$ cat src/rtl/nrm_pkg.sv
// Shared types, widths and codes of the mean/deviation image normalizer.
package nrm_pkg;

  localparam int MAX_PIXELS = 1048576;
  localparam int CNT_W      = $clog2(MAX_PIXELS + 1);
  localparam int SUM_W      = 28;
  localparam int SQ_W       = 37;
  localparam int MEAN_W     = 16;
  localparam int GAIN_W     = 24;
  localparam int DEV_W      = 16;
  localparam int VAR_W      = 32;
  localparam int TM_W       = 8;
  localparam int TD_W       = 7;
  localparam int CFG_W      = 8;

  // Divider: quotient always fits QUO_W bits for every use below.
  localparam int QUO_W  = 32;
  localparam int DIVD_W = SQ_W + 16;
  localparam int DIVS_W = CNT_W;

  localparam logic [GAIN_W-1:0] GAIN_ONE  = GAIN_W'(65536);
  localparam logic [TM_W-1:0]   TM_RESET  = TM_W'(100);
  localparam logic [TD_W-1:0]   TD_RESET  = TD_W'(20);

  localparam logic MODE_STATS = 1'b0;
  localparam logic MODE_NORM  = 1'b1;

  localparam logic [0:0] CFG_TARGET_MEAN = 1'b0;
  localparam logic [0:0] CFG_TARGET_DEV  = 1'b1;

  typedef enum logic [3:0] {
    ST_IDLE,
    ST_MEAN,
    ST_MEAN_WAIT,
    ST_MSQ,
    ST_VAR_WAIT,
    ST_SQRT,
    ST_SQRT_WAIT,
    ST_GAIN,
    ST_GAIN_WAIT
  } state_t;

  typedef enum logic [1:0] {
    DIV_MEAN,
    DIV_VAR,
    DIV_GAIN
  } div_sel_t;

  typedef struct packed {
    logic     accept;
    logic     div_start;
    div_sel_t div_sel;
    logic     load_mean;
    logic     load_msq;
    logic     load_var;
    logic     sqrt_start;
    logic     load_dev;
    logic     load_gain;
  } cmd_t;

  typedef struct packed {
    logic pipe_free;
    logic div_done;
    logic sqrt_done;
  } sts_t;

endpackage

$ cat src/rtl/nrm_div.sv
// Bit-serial restoring divider, one quotient bit per cycle.
module nrm_div (
  input  logic                       clk,
  input  logic                       rst,
  input  logic                       start,
  input  logic [nrm_pkg::DIVD_W-1:0] dividend,
  input  logic [nrm_pkg::DIVS_W-1:0] divisor,
  output logic                       done,
  output logic [nrm_pkg::QUO_W-1:0]  quotient
);

  logic                          busy;
  logic [$clog2(nrm_pkg::QUO_W)-1:0] step;
  logic [nrm_pkg::DIVS_W-1:0]    rem;
  logic [nrm_pkg::DIVS_W-1:0]    dsr;
  logic [nrm_pkg::QUO_W-1:0]     quo;
  logic [nrm_pkg::DIVS_W:0]      shifted;
  logic [nrm_pkg::DIVS_W:0]      trial;
  logic                          fits;

  assign shifted = {rem, quo[nrm_pkg::QUO_W-1]};
  assign trial   = shifted - {1'b0, dsr};
  assign fits    = shifted >= {1'b0, dsr};
  assign quotient = quo;

  always_ff @(posedge clk) begin
    if (rst) begin
      busy <= 1'b0;
      done <= 1'b0;
      step <= '0;
    end else begin
      done <= 1'b0;
      if (start) begin
        busy <= 1'b1;
        step <= '0;
      end else if (busy) begin
        step <= step + 1'b1;
        if (step == '1) begin
          busy <= 1'b0;
          done <= 1'b1;
        end
      end
    end
  end

  // Upper dividend bits are below the divisor, so they seed the remainder.
  always_ff @(posedge clk) begin
    if (start) begin
      rem <= dividend[nrm_pkg::DIVD_W-1:nrm_pkg::QUO_W];
      quo <= dividend[nrm_pkg::QUO_W-1:0];
      dsr <= divisor;
    end else if (busy) begin
      rem <= fits ? trial[nrm_pkg::DIVS_W-1:0] : shifted[nrm_pkg::DIVS_W-1:0];
      quo <= {quo[nrm_pkg::QUO_W-2:0], fits};
    end
  end

endmodule

$ cat src/rtl/nrm_sqrt.sv
// Iterative integer square root, one result bit per cycle.
module nrm_sqrt (
  input  logic                      clk,
  input  logic                      rst,
  input  logic                      start,
  input  logic [nrm_pkg::VAR_W-1:0] value,
  output logic                      done,
  output logic [nrm_pkg::DEV_W-1:0] root_out
);

  logic                          busy;
  logic [$clog2(nrm_pkg::DEV_W)-1:0] step;
  logic [nrm_pkg::VAR_W-1:0]     rem;
  logic [nrm_pkg::VAR_W-1:0]     root;
  logic [nrm_pkg::VAR_W-1:0]     bitv;
  logic [nrm_pkg::VAR_W:0]       trial;
  logic                          fits;

  assign trial    = {1'b0, root} + {1'b0, bitv};
  assign fits     = {1'b0, rem} >= trial;
  assign root_out = root[nrm_pkg::DEV_W-1:0];

  always_ff @(posedge clk) begin
    if (rst) begin
      busy <= 1'b0;
      done <= 1'b0;
      step <= '0;
    end else begin
      done <= 1'b0;
      if (start) begin
        busy <= 1'b1;
        step <= '0;
      end else if (busy) begin
        step <= step + 1'b1;
        if (step == '1) begin
          busy <= 1'b0;
          done <= 1'b1;
        end
      end
    end
  end

  always_ff @(posedge clk) begin
    if (start) begin
      rem  <= value;
      root <= '0;
      bitv <= {2'b01, {(nrm_pkg::VAR_W-2){1'b0}}};
    end else if (busy) begin
      if (fits) begin
        rem  <= rem - trial[nrm_pkg::VAR_W-1:0];
        root <= (root >> 1) + bitv;
      end else begin
        root <= root >> 1;
      end
      bitv <= bitv >> 2;
    end
  end

endmodule

$ cat src/rtl/nrm_ctrl.sv
// Controller: input handshake and the end-of-pass statistics sequence.
module nrm_ctrl (
  input  logic            clk,
  input  logic            rst,
  input  logic            in_valid,
  output logic            in_ready,
  input  logic            mode,
  input  logic            frame_last,
  input  nrm_pkg::sts_t   sts,
  output nrm_pkg::cmd_t   cmd
);

  nrm_pkg::state_t state;
  nrm_pkg::state_t state_next;
  logic            accept;

  assign in_ready = (state == nrm_pkg::ST_IDLE) && sts.pipe_free;
  assign accept   = in_valid && in_ready;

  always_ff @(posedge clk) begin
    if (rst) begin
      state <= nrm_pkg::ST_IDLE;
    end else begin
      state <= state_next;
    end
  end

  always_comb begin
    state_next = state;
    case (state)
      nrm_pkg::ST_IDLE: begin
        if (accept && mode == nrm_pkg::MODE_STATS && frame_last) begin
          state_next = nrm_pkg::ST_MEAN;
        end
      end
      nrm_pkg::ST_MEAN:      state_next = nrm_pkg::ST_MEAN_WAIT;
      nrm_pkg::ST_MEAN_WAIT: if (sts.div_done) state_next = nrm_pkg::ST_MSQ;
      nrm_pkg::ST_MSQ:       state_next = nrm_pkg::ST_VAR_WAIT;
      nrm_pkg::ST_VAR_WAIT:  if (sts.div_done) state_next = nrm_pkg::ST_SQRT;
      nrm_pkg::ST_SQRT:      state_next = nrm_pkg::ST_SQRT_WAIT;
      nrm_pkg::ST_SQRT_WAIT: if (sts.sqrt_done) state_next = nrm_pkg::ST_GAIN;
      nrm_pkg::ST_GAIN:      state_next = nrm_pkg::ST_GAIN_WAIT;
      nrm_pkg::ST_GAIN_WAIT: if (sts.div_done) state_next = nrm_pkg::ST_IDLE;
      default:               state_next = nrm_pkg::ST_IDLE;
    endcase
  end

  always_comb begin
    cmd            = '0;
    cmd.accept     = accept;
    cmd.div_sel    = nrm_pkg::DIV_MEAN;
    case (state)
      nrm_pkg::ST_MEAN: begin
        cmd.div_start = 1'b1;
        cmd.div_sel   = nrm_pkg::DIV_MEAN;
      end
      nrm_pkg::ST_MEAN_WAIT: cmd.load_mean = sts.div_done;
      nrm_pkg::ST_MSQ: begin
        cmd.load_msq  = 1'b1;
        cmd.div_start = 1'b1;
        cmd.div_sel   = nrm_pkg::DIV_VAR;
      end
      nrm_pkg::ST_VAR_WAIT:  cmd.load_var = sts.div_done;
      nrm_pkg::ST_SQRT:      cmd.sqrt_start = 1'b1;
      nrm_pkg::ST_SQRT_WAIT: cmd.load_dev = sts.sqrt_done;
      nrm_pkg::ST_GAIN: begin
        cmd.div_start = 1'b1;
        cmd.div_sel   = nrm_pkg::DIV_GAIN;
      end
      nrm_pkg::ST_GAIN_WAIT: cmd.load_gain = sts.div_done;
      default: ;
    endcase
  end

endmodule

$ cat src/rtl/nrm_dp.sv
// Datapath: accumulators, frame statistics, and the normalize pipeline.
module nrm_dp (
  input  logic                      clk,
  input  logic                      rst,
  input  nrm_pkg::cmd_t             cmd,
  output nrm_pkg::sts_t             sts,
  input  logic                      mode,
  input  logic [7:0]                pixel_in,
  input  logic                      frame_last,
  input  logic                      cfg_write,
  input  logic [0:0]                cfg_index,
  input  logic [nrm_pkg::CFG_W-1:0] cfg_data,
  output logic                      out_valid,
  input  logic                      out_ready,
  output logic [7:0]                pixel_out,
  output logic                      out_last
);

  logic [nrm_pkg::TM_W-1:0]   target_mean;
  logic [nrm_pkg::TD_W-1:0]   target_deviation;
  logic [nrm_pkg::TD_W-1:0]   td_hold;
  logic [nrm_pkg::SUM_W-1:0]  pixel_sum;
  logic [nrm_pkg::SQ_W-1:0]   square_sum;
  logic [nrm_pkg::CNT_W-1:0]  pixel_count;
  logic [nrm_pkg::MEAN_W-1:0] frame_mean;
  logic [nrm_pkg::GAIN_W-1:0] frame_gain;
  logic                       stats_valid;
  logic [2*nrm_pkg::MEAN_W-1:0] mean_sq;
  logic [nrm_pkg::VAR_W-1:0]  variance;
  logic [nrm_pkg::DEV_W-1:0]  deviation;
  logic [nrm_pkg::DEV_W-1:0]  sqrt_root;

  logic                       stat_beat;
  logic                       norm_beat;
  logic [nrm_pkg::DIVS_W-1:0] n_div;
  logic [nrm_pkg::DIVD_W-1:0] div_dividend;
  logic [nrm_pkg::DIVS_W-1:0] div_divisor;
  logic [nrm_pkg::QUO_W-1:0]  div_q;
  logic                       div_done;
  logic                       sqrt_done;

  assign stat_beat = cmd.accept && (mode == nrm_pkg::MODE_STATS);
  assign norm_beat = cmd.accept && (mode == nrm_pkg::MODE_NORM);
  assign n_div     = (pixel_count == '0) ? nrm_pkg::DIVS_W'(1) : pixel_count;

  always_ff @(posedge clk) begin
    if (rst) begin
      target_mean      <= nrm_pkg::TM_RESET;
      target_deviation <= nrm_pkg::TD_RESET;
    end else if (cfg_write) begin
      case (cfg_index)
        nrm_pkg::CFG_TARGET_MEAN: target_mean      <= cfg_data[nrm_pkg::TM_W-1:0];
        nrm_pkg::CFG_TARGET_DEV:  target_deviation <= cfg_data[nrm_pkg::TD_W-1:0];
        default: ;
      endcase
    end
  end

  // Divider operand selection.
  always_comb begin
    div_dividend = '0;
    div_divisor  = n_div;
    case (cmd.div_sel)
      nrm_pkg::DIV_MEAN: begin
        div_dividend = nrm_pkg::DIVD_W'({pixel_sum, 8'd0})
                     + nrm_pkg::DIVD_W'(n_div >> 1);
      end
      nrm_pkg::DIV_VAR: begin
        div_dividend = {square_sum, 16'd0};
      end
      nrm_pkg::DIV_GAIN: begin
        div_dividend = nrm_pkg::DIVD_W'({td_hold, 24'd0})
                     + nrm_pkg::DIVD_W'(deviation >> 1);
        div_divisor  = nrm_pkg::DIVS_W'(deviation);
      end
      default: ;
    endcase
  end

  nrm_div u_div (
    .clk      (clk),
    .rst      (rst),
    .start    (cmd.div_start),
    .dividend (div_dividend),
    .divisor  (div_divisor),
    .done     (div_done),
    .quotient (div_q)
  );

  nrm_sqrt u_sqrt (
    .clk      (clk),
    .rst      (rst),
    .start    (cmd.sqrt_start),
    .value    (variance),
    .done     (sqrt_done),
    .root_out (sqrt_root)
  );

  // Accumulate the statistics pass; clear once the gain is in.
  always_ff @(posedge clk) begin
    if (rst) begin
      pixel_sum   <= '0;
      square_sum  <= '0;
      pixel_count <= '0;
      frame_mean  <= '0;
      frame_gain  <= nrm_pkg::GAIN_ONE;
      stats_valid <= 1'b0;
    end else begin
      if (stat_beat && pixel_count < nrm_pkg::CNT_W'(nrm_pkg::MAX_PIXELS)) begin
        pixel_sum   <= pixel_sum + nrm_pkg::SUM_W'(pixel_in);
        square_sum  <= square_sum + nrm_pkg::SQ_W'(pixel_in * pixel_in);
        pixel_count <= pixel_count + 1'b1;
      end
      if (cmd.load_mean) begin
        frame_mean <= (div_q[nrm_pkg::QUO_W-1:nrm_pkg::MEAN_W] != '0) ?
                      '1 : div_q[nrm_pkg::MEAN_W-1:0];
      end
      if (cmd.load_gain) begin
        if (deviation == '0) begin
          frame_gain <= '0;
        end else if (div_q[nrm_pkg::QUO_W-1:nrm_pkg::GAIN_W] != '0) begin
          frame_gain <= '1;
        end else begin
          frame_gain <= div_q[nrm_pkg::GAIN_W-1:0];
        end
        stats_valid <= 1'b1;
        pixel_sum   <= '0;
        square_sum  <= '0;
        pixel_count <= '0;
      end
    end
  end

  always_ff @(posedge clk) begin
    if (stat_beat && frame_last) begin
      td_hold <= target_deviation;
    end
    if (cmd.load_msq) begin
      mean_sq <= frame_mean * frame_mean;
    end
    if (cmd.load_var) begin
      variance <= (div_q > mean_sq) ? div_q - mean_sq : '0;
    end
    if (cmd.load_dev) begin
      deviation <= sqrt_root;
    end
  end

  // Normalize pipeline: product stage, then round/saturate into the output register.
  logic                p_valid;
  logic                p_pass;
  logic                p_last;
  logic [7:0]          p_pixel;
  logic signed [42:0]  p_prod;
  logic                p_adv;
  logic signed [17:0]  diff;
  logic signed [43:0]  acc;
  logic [7:0]          pix_sat;

  assign p_adv = p_valid && (!out_valid || out_ready);
  assign sts.pipe_free = !p_valid || p_adv;
  assign sts.div_done  = div_done;
  assign sts.sqrt_done = sqrt_done;

  assign diff = $signed({1'b0, pixel_in, 8'd0}) - $signed({2'b00, frame_mean});

  always_comb begin
    acc = $signed({p_prod[42], p_prod})
        + $signed({12'd0, target_mean, 24'd0})
        + 44'sd8388608;
    if (p_pass) begin
      pix_sat = p_pixel;
    end else if (acc[43]) begin
      pix_sat = 8'd0;
    end else if (acc[42:32] != '0) begin
      pix_sat = 8'd255;
    end else begin
      pix_sat = acc[31:24];
    end
  end

  always_ff @(posedge clk) begin
    if (rst) begin
      p_valid   <= 1'b0;
      out_valid <= 1'b0;
    end else begin
      if (norm_beat) begin
        p_valid <= 1'b1;
      end else if (p_adv) begin
        p_valid <= 1'b0;
      end
      if (p_adv) begin
        out_valid <= 1'b1;
      end else if (out_ready) begin
        out_valid <= 1'b0;
      end
    end
  end

  always_ff @(posedge clk) begin
    if (norm_beat) begin
      p_pass  <= !stats_valid;
      p_last  <= frame_last;
      p_pixel <= pixel_in;
      p_prod  <= diff * $signed({1'b0, frame_gain});
    end
    if (p_adv) begin
      pixel_out <= pix_sat;
      out_last  <= p_last;
    end
  end

endmodule

$ cat src/rtl/image_mean_std_normalizer_top.sv
// Top level of the global mean/deviation image normalizer.
//
// Each frame is streamed twice. With mode low the beats only update the pixel count, sum and
// sum of squares (no output beat). The beat flagged frame_last on that pass latches
// target_deviation and starts the statistics sequence: mean (Q8.8) by a 32-step bit-serial
// divide, mean squared, variance (Q16.16) by a second 32-step divide, deviation by a 16-step
// square root, and gain (Q8.16) by a third 32-step divide. While it runs in_ready stays low,
// the three divides sharing one divider; the accumulators then clear. With mode high every
// beat yields one output beat: (pixel - mean) * gain + target_mean, rounded half up and
// clamped to 0..255, with out_last copying frame_last. Zero deviation gives target_mean on
// every pixel; before any statistics pass completes pixels pass through unchanged. Outside
// that sequence the block takes one beat per cycle in either pass; a normalize beat passes
// through a product stage and then the output register before it shows on pixel_out,
// and a stalled output only holds the input once both stages are full. Only the first
// 1048576 statistics pixels of a pass count. Write the target registers (index 0 target_mean,
// index 1 target_deviation) only while no beat is in flight.
module image_mean_std_normalizer_top (
  input  logic                      clk,
  input  logic                      rst,
  input  logic                      in_valid,
  output logic                      in_ready,
  input  logic                      mode,
  input  logic [7:0]                pixel_in,
  input  logic                      frame_last,
  output logic                      out_valid,
  input  logic                      out_ready,
  output logic [7:0]                pixel_out,
  output logic                      out_last,
  input  logic                      cfg_write,
  input  logic [0:0]                cfg_index,
  input  logic [nrm_pkg::CFG_W-1:0] cfg_data
);

  nrm_pkg::cmd_t cmd;
  nrm_pkg::sts_t sts;

  // Sequence the statistics and gate the input handshake.
  nrm_ctrl u_ctrl (
    .clk        (clk),
    .rst        (rst),
    .in_valid   (in_valid),
    .in_ready   (in_ready),
    .mode       (mode),
    .frame_last (frame_last),
    .sts        (sts),
    .cmd        (cmd)
  );

  // Hold the accumulators, stats, config and the normalize pipeline.
  nrm_dp u_dp (
    .clk        (clk),
    .rst        (rst),
    .cmd        (cmd),
    .sts        (sts),
    .mode       (mode),
    .pixel_in   (pixel_in),
    .frame_last (frame_last),
    .cfg_write  (cfg_write),
    .cfg_index  (cfg_index),
    .cfg_data   (cfg_data),
    .out_valid  (out_valid),
    .out_ready  (out_ready),
    .pixel_out  (pixel_out),
    .out_last   (out_last)
  );

endmodule
$ cat config.mk
export PLATFORM = sky130hd
export DESIGN_NAME = image_mean_std_normalizer_top
export DESIGN_NICKNAME = d
export VERILOG_FILES = /design/src/rtl/nrm_pkg.sv /design/src/rtl/nrm_div.sv /design/src/rtl/nrm_sqrt.sv /design/src/rtl/nrm_ctrl.sv /design/src/rtl/nrm_dp.sv /design/src/rtl/image_mean_std_normalizer_top.sv
export SDC_FILE = /design/constraint.sdc
export NUM_CORES = 2
export LEC_CHECK = 0
export BUFFER_PORTS_ARGS = -buffer_cell sky130_fd_sc_hd__buf_4
export CORE_UTILIZATION = 45
export CTS_CLUSTER_DIAMETER = 120
export CTS_CLUSTER_SIZE = 12
export DETAILED_ROUTE_END_ITERATION = 8
export SETUP_SLACK_MARGIN = 0.15
export SYNTH_ARGS = -nofsm -noshare
export SYNTH_HDL_FRONTEND = slang
export SYNTH_HIERARCHICAL = 1
export SYNTH_SLANG_ARGS = --single-unit
$ cat constraint.sdc
create_clock -name clk -period 9.7 [get_ports clk]
set_clock_uncertainty 0.2 [all_clocks]
set_input_delay 0.485 -clock clk [delete_from_list [all_inputs] [get_ports clk]]
set_output_delay 0.485 -clock clk [all_outputs]
set_load 0.01 [all_outputs]
==> metrics.md <==
| Metric | Value |
|---|---|
| Crit-path most repeated cell | `fa_1` |
| Max-Slew Margin vs Limit | `0.1448` |
| Max-cap violation count | `0` |
| Req. time, crit path | `9.85 ns` |
| Combinational power share | `0.483` |
| Multi-input logic area | `33,530 sq um` |
| Port Buffers | `34` |
| Sum Neg Setup Slack | `0 ns` |
| First-pass GRT wire length | `201.3 mm` |
| Htree depth | `2` |
| Cts bufs inserted | `43` |
| Clock share of power | `0.184` |
| Distinct cells, synth | `108` |
| Net count reported at finish | `6,277` |
| Vias per inst | `5.453` |
| Fin crit period | `9.026 ns` |
| Worst r2r src | `u_dp/frame_mean[8]$_SDFFE_PP0P_` |
| Layout area overhead | `6.292%` |
| Internal power | `5.083 mW` |
| Cell depth of the worst flop-to-flop path | `31` |
| CP endpoint | `u_dp/p_prod[37]$_DFFE_PP_` |
| CTS tree | `yes` |
| Fin crit share | `0.9305` |
| Worst stage delay on the critical path | `0.54 ns` |
| Hpwl dp | `96.47 mm` |
| Post-CTS setup buffers | `0` |
| Number of enable flip-flop cells after synthesis | `230` |
| Synth Warn # | `6` |
| Total wire length | `125.5 mm` |
| Final setup violation count | `0` |
| Hold Crit Class | `input port to flop` |
| Via count | `36,581` |
| Total power | `8.874 mW` |
| Boundary pin count | `35` |
| RSZ-0062 raised after global routing | `false` |
| Root buf cell | `clkbuf_16` |
| Post-synthesis sequential area ratio | `0.2285` |
| Worst Setup Path Type | `flop to flop` |
| Core area | `107,100 sq um` |
| Worst-margin pin slew | `1.278 ns` |
| Max-slew violations | `0` |
| DRT iter0 DRCs | `2,416` |
| Synthesized cell area | `48,540 sq um` |
| Peak supply drop | `0.2237 mV` |
| # DRC | `0` |
| Worst Setup Start Kind | `flop` |
| Async SR Flop Fraction | `0` |
| Yosys reg bits | `439` |
| # fillers | `10,311` |
| GRT overflow | `0` |
| Antenna Nets Post-Route | `0` |
| Routability Congestion | `0.8979` |
| All-Layer GR Usage | `0.2342` |
| Initial antenna violation count | `3` |
| FP Rows | `120` |
| PwrDens | `172.0 nW/um^2` |
| Arrival time worst endpoint | `9.18 ns` |
| CP max-delay cell | `fa_1` |
| R2R setup slack | `0.67 ns` |
| Synthesized area per cell | `9.080 sq um` |
| Starting Density | `0.4534` |
| Psw | `3.790 mW` |
| Layout cells sized above 1 | `0.05714` |
| Die area | `109,200 sq um` |
| WHS | `0.04732 ns` |
| Worst skew pair latency | `0.60 ns` |
| R2r endpoint | `u_dp/p_prod[37]$_DFFE_PP_` |
| Ys flop type | `edfxtp_1` |
| Hold Vio Cnt, Final | `0` |
| Max FO, Critical Path | `18` |
| Sinks on Clock Net | `439` |
| Hold Crit Depth | `4` |
| Crit path from | `u_dp/frame_mean[8]$_SDFFE_PP0P_` |
| Seq pwr share | `0.333` |
| Wire per inst | `18.70 um` |
| FF+latch area | `11,090 sq um` |
| Mapped Cells | `5,346` |
| First-pass iteration count of the detailed router | `6` |
| F_max | `0.1108 GHz` |
| Leak | `24.08 nW` |
| Syn nets | `6,350` |
| Vias in the first global route | `36,587` |
| CTS max path bufs | `3` |
| Chip Width | `330.4 um` |
| Status | `complete, no violations` |
| Clock transition at the registers of the reported paths | `0.07 ns` |
| Sw Share | `0.4271` |
| Pin count of the biggest net entering global routing | `65` |
| Die span in y | `330.4 um` |
| CP endpoint kind | `flop` |
cell families (layout without fill, tap and decap cells):
family | after synthesis | in the layout | synth area share
buffers and inverters | 1040 | 997 | 0.08393
AOI/OAI and AO/OA | 820 | 820 | 0.1109
other | 0 | 2 | 0
xor gates and xnor gates | 270 | 270 | 0.04872
adders and majority gates | 980 | 980 | 0.3355
and+or+nand+nor | 1679 | 1679 | 0.1666
muxes | 118 | 118 | 0.02580
DFF | 439 | 439 | 0.2285
what timing repair did:
item	CTS	global route
hold buffers	12	0
gates resized for setup	0	4
hold endpoints to repair	16	0
endpoints found under the setup margin	0	7
registers in the layout, summed over array words and instances, names as in the netlist, 16 cells and up:
signal               cells
u_dp/frame_gain         24
u_dp/p_prod             19
u_dp/u_sqrt/rem         32
u_dp/u_div/dsr          21
u_dp/u_sqrt/bitv        16
u_dp/deviation          16
u_dp/frame_mean         16
u_dp/mean_sq            31
u_dp/pixel_count        21
u_dp/u_div/quotient     32
u_dp/u_div/rem          21
u_dp/u_sqrt/root        32
u_dp/pixel_sum          28
u_dp/variance           32
u_dp/square_sum         37
critical path: cells and delay by family, from the launching register on:
kind,cells,cell delay (ns)
flops,1,0.32
compound gates,14,2.95
buf+inv,5,0.75
fa+ha+maj,8,3.74
xor+xnor,2,0.32
simple gates,2,0.47
cell type report:
class | count | share of cell area
tap | 1403 | 0.03402
timing repair buffer | 128 | 0.01921
inverter | 794 | 0.05777
clock buffer | 71 | 0.02289
sequential | 439 | 0.2150
multi-input combinational | 3867 | 0.6500
antenna | 2 | 0.00009701
clock inverter | 4 | 0.001067
cell usage after synthesis (all sizes together) (28+ instances only):
| cell type | n | share of area |
|---|---|---|
| ha | 444 | 0.11 |
| xor2 | 119 | 0.021 |
| nor2b | 49 | 0.0063 |
| xnor2 | 151 | 0.027 |
| fa | 536 | 0.22 |
| a21oi | 229 | 0.024 |
| nand4 | 45 | 0.0058 |
| edfxtp | 230 | 0.14 |
| a21o | 64 | 0.0099 |
| clkbuf | 182 | 0.014 |
| and2 | 224 | 0.029 |
| inv | 787 | 0.061 |
| o21ai | 197 | 0.020 |
| a211oi | 34 | 0.0053 |
| o31ai | 28 | 0.0047 |
| nand3 | 72 | 0.0074 |
| nor2 | 398 | 0.031 |
| nand2b | 36 | 0.0047 |
| mux2i | 61 | 0.013 |
| buf | 62 | 0.0080 |
| nand2 | 568 | 0.044 |
| o21bai | 29 | 0.0045 |
| nor3 | 79 | 0.0081 |
| nor4 | 31 | 0.0041 |
| a31oi | 40 | 0.0055 |
| dfxtp | 209 | 0.086 |
| or3 | 38 | 0.0050 |
| and3 | 39 | 0.0051 |
| mux2 | 57 | 0.013 |
power by group through the flow:
stage               sequential (mW)  clock, mW  combinational (mW)
floorplan                      2.71          0                3.41
global placement               2.98          0                4.18
detailed placement             2.98          0                4.23
CTS                            2.95       1.68                4.26
global route                   2.99       1.74                4.81
finish                         2.96       1.63                4.29
cells in the final DEF (no fill, tap or decap), types with 72 or more instances in the layout:
master,netlist,routed
dfxtp_1,209,208
buf_4,22,116
edfxtp_1,230,230
nand3_1,72,72
a21oi_1,227,227
xor2_1,119,116
xnor2_1,151,142
ha_1,444,444
nor2_1,395,392
and2_1,224,224
fa_1,536,536
o21ai_0,189,189
inv_1,783,783
nor3_1,79,76
nand2_1,568,568
stage by stage:
stage                     instance area [sq um]  cells    util  setup WS [ns]
final                                     51590   6708  0.4819         0.6742
after detailed placement                  50210   6619  0.4690         0.1614
after CTS                                 51570   6706  0.4817         0.3132
after global placement                    50210   6619  0.4690         0.3251
after floorplan                           48540   5346       -          1.019
after global routing                      51590   6707  0.4819         0.1556
how the worst min path moves through the flow:
stage                               start                           to
floorplan           u_dp/p_last$_DFFE_PP_      u_dp/out_last$_DFFE_PP_
global placement    u_dp/p_last$_DFFE_PP_      u_dp/out_last$_DFFE_PP_
detailed placement  u_dp/p_last$_DFFE_PP_      u_dp/out_last$_DFFE_PP_
CTS                             out_ready  u_dp/out_valid$_SDFFE_PP0P_
global route                  pixel_in[0]    u_dp/p_pixel[0]$_DFFE_PP_
finish                          out_ready  u_dp/out_valid$_SDFFE_PP0P_
routing by layer:
metal	part of all wire	global-route usage	routed length, um
met1	0.46	0.3329	57720
met2	0.45	0.3697	56720
met3	0.054	0.02923	6732
met4	0.034	0.07584	4282
met5	0	0	0
No activity file was read; power rests on OpenSTA's default activity.
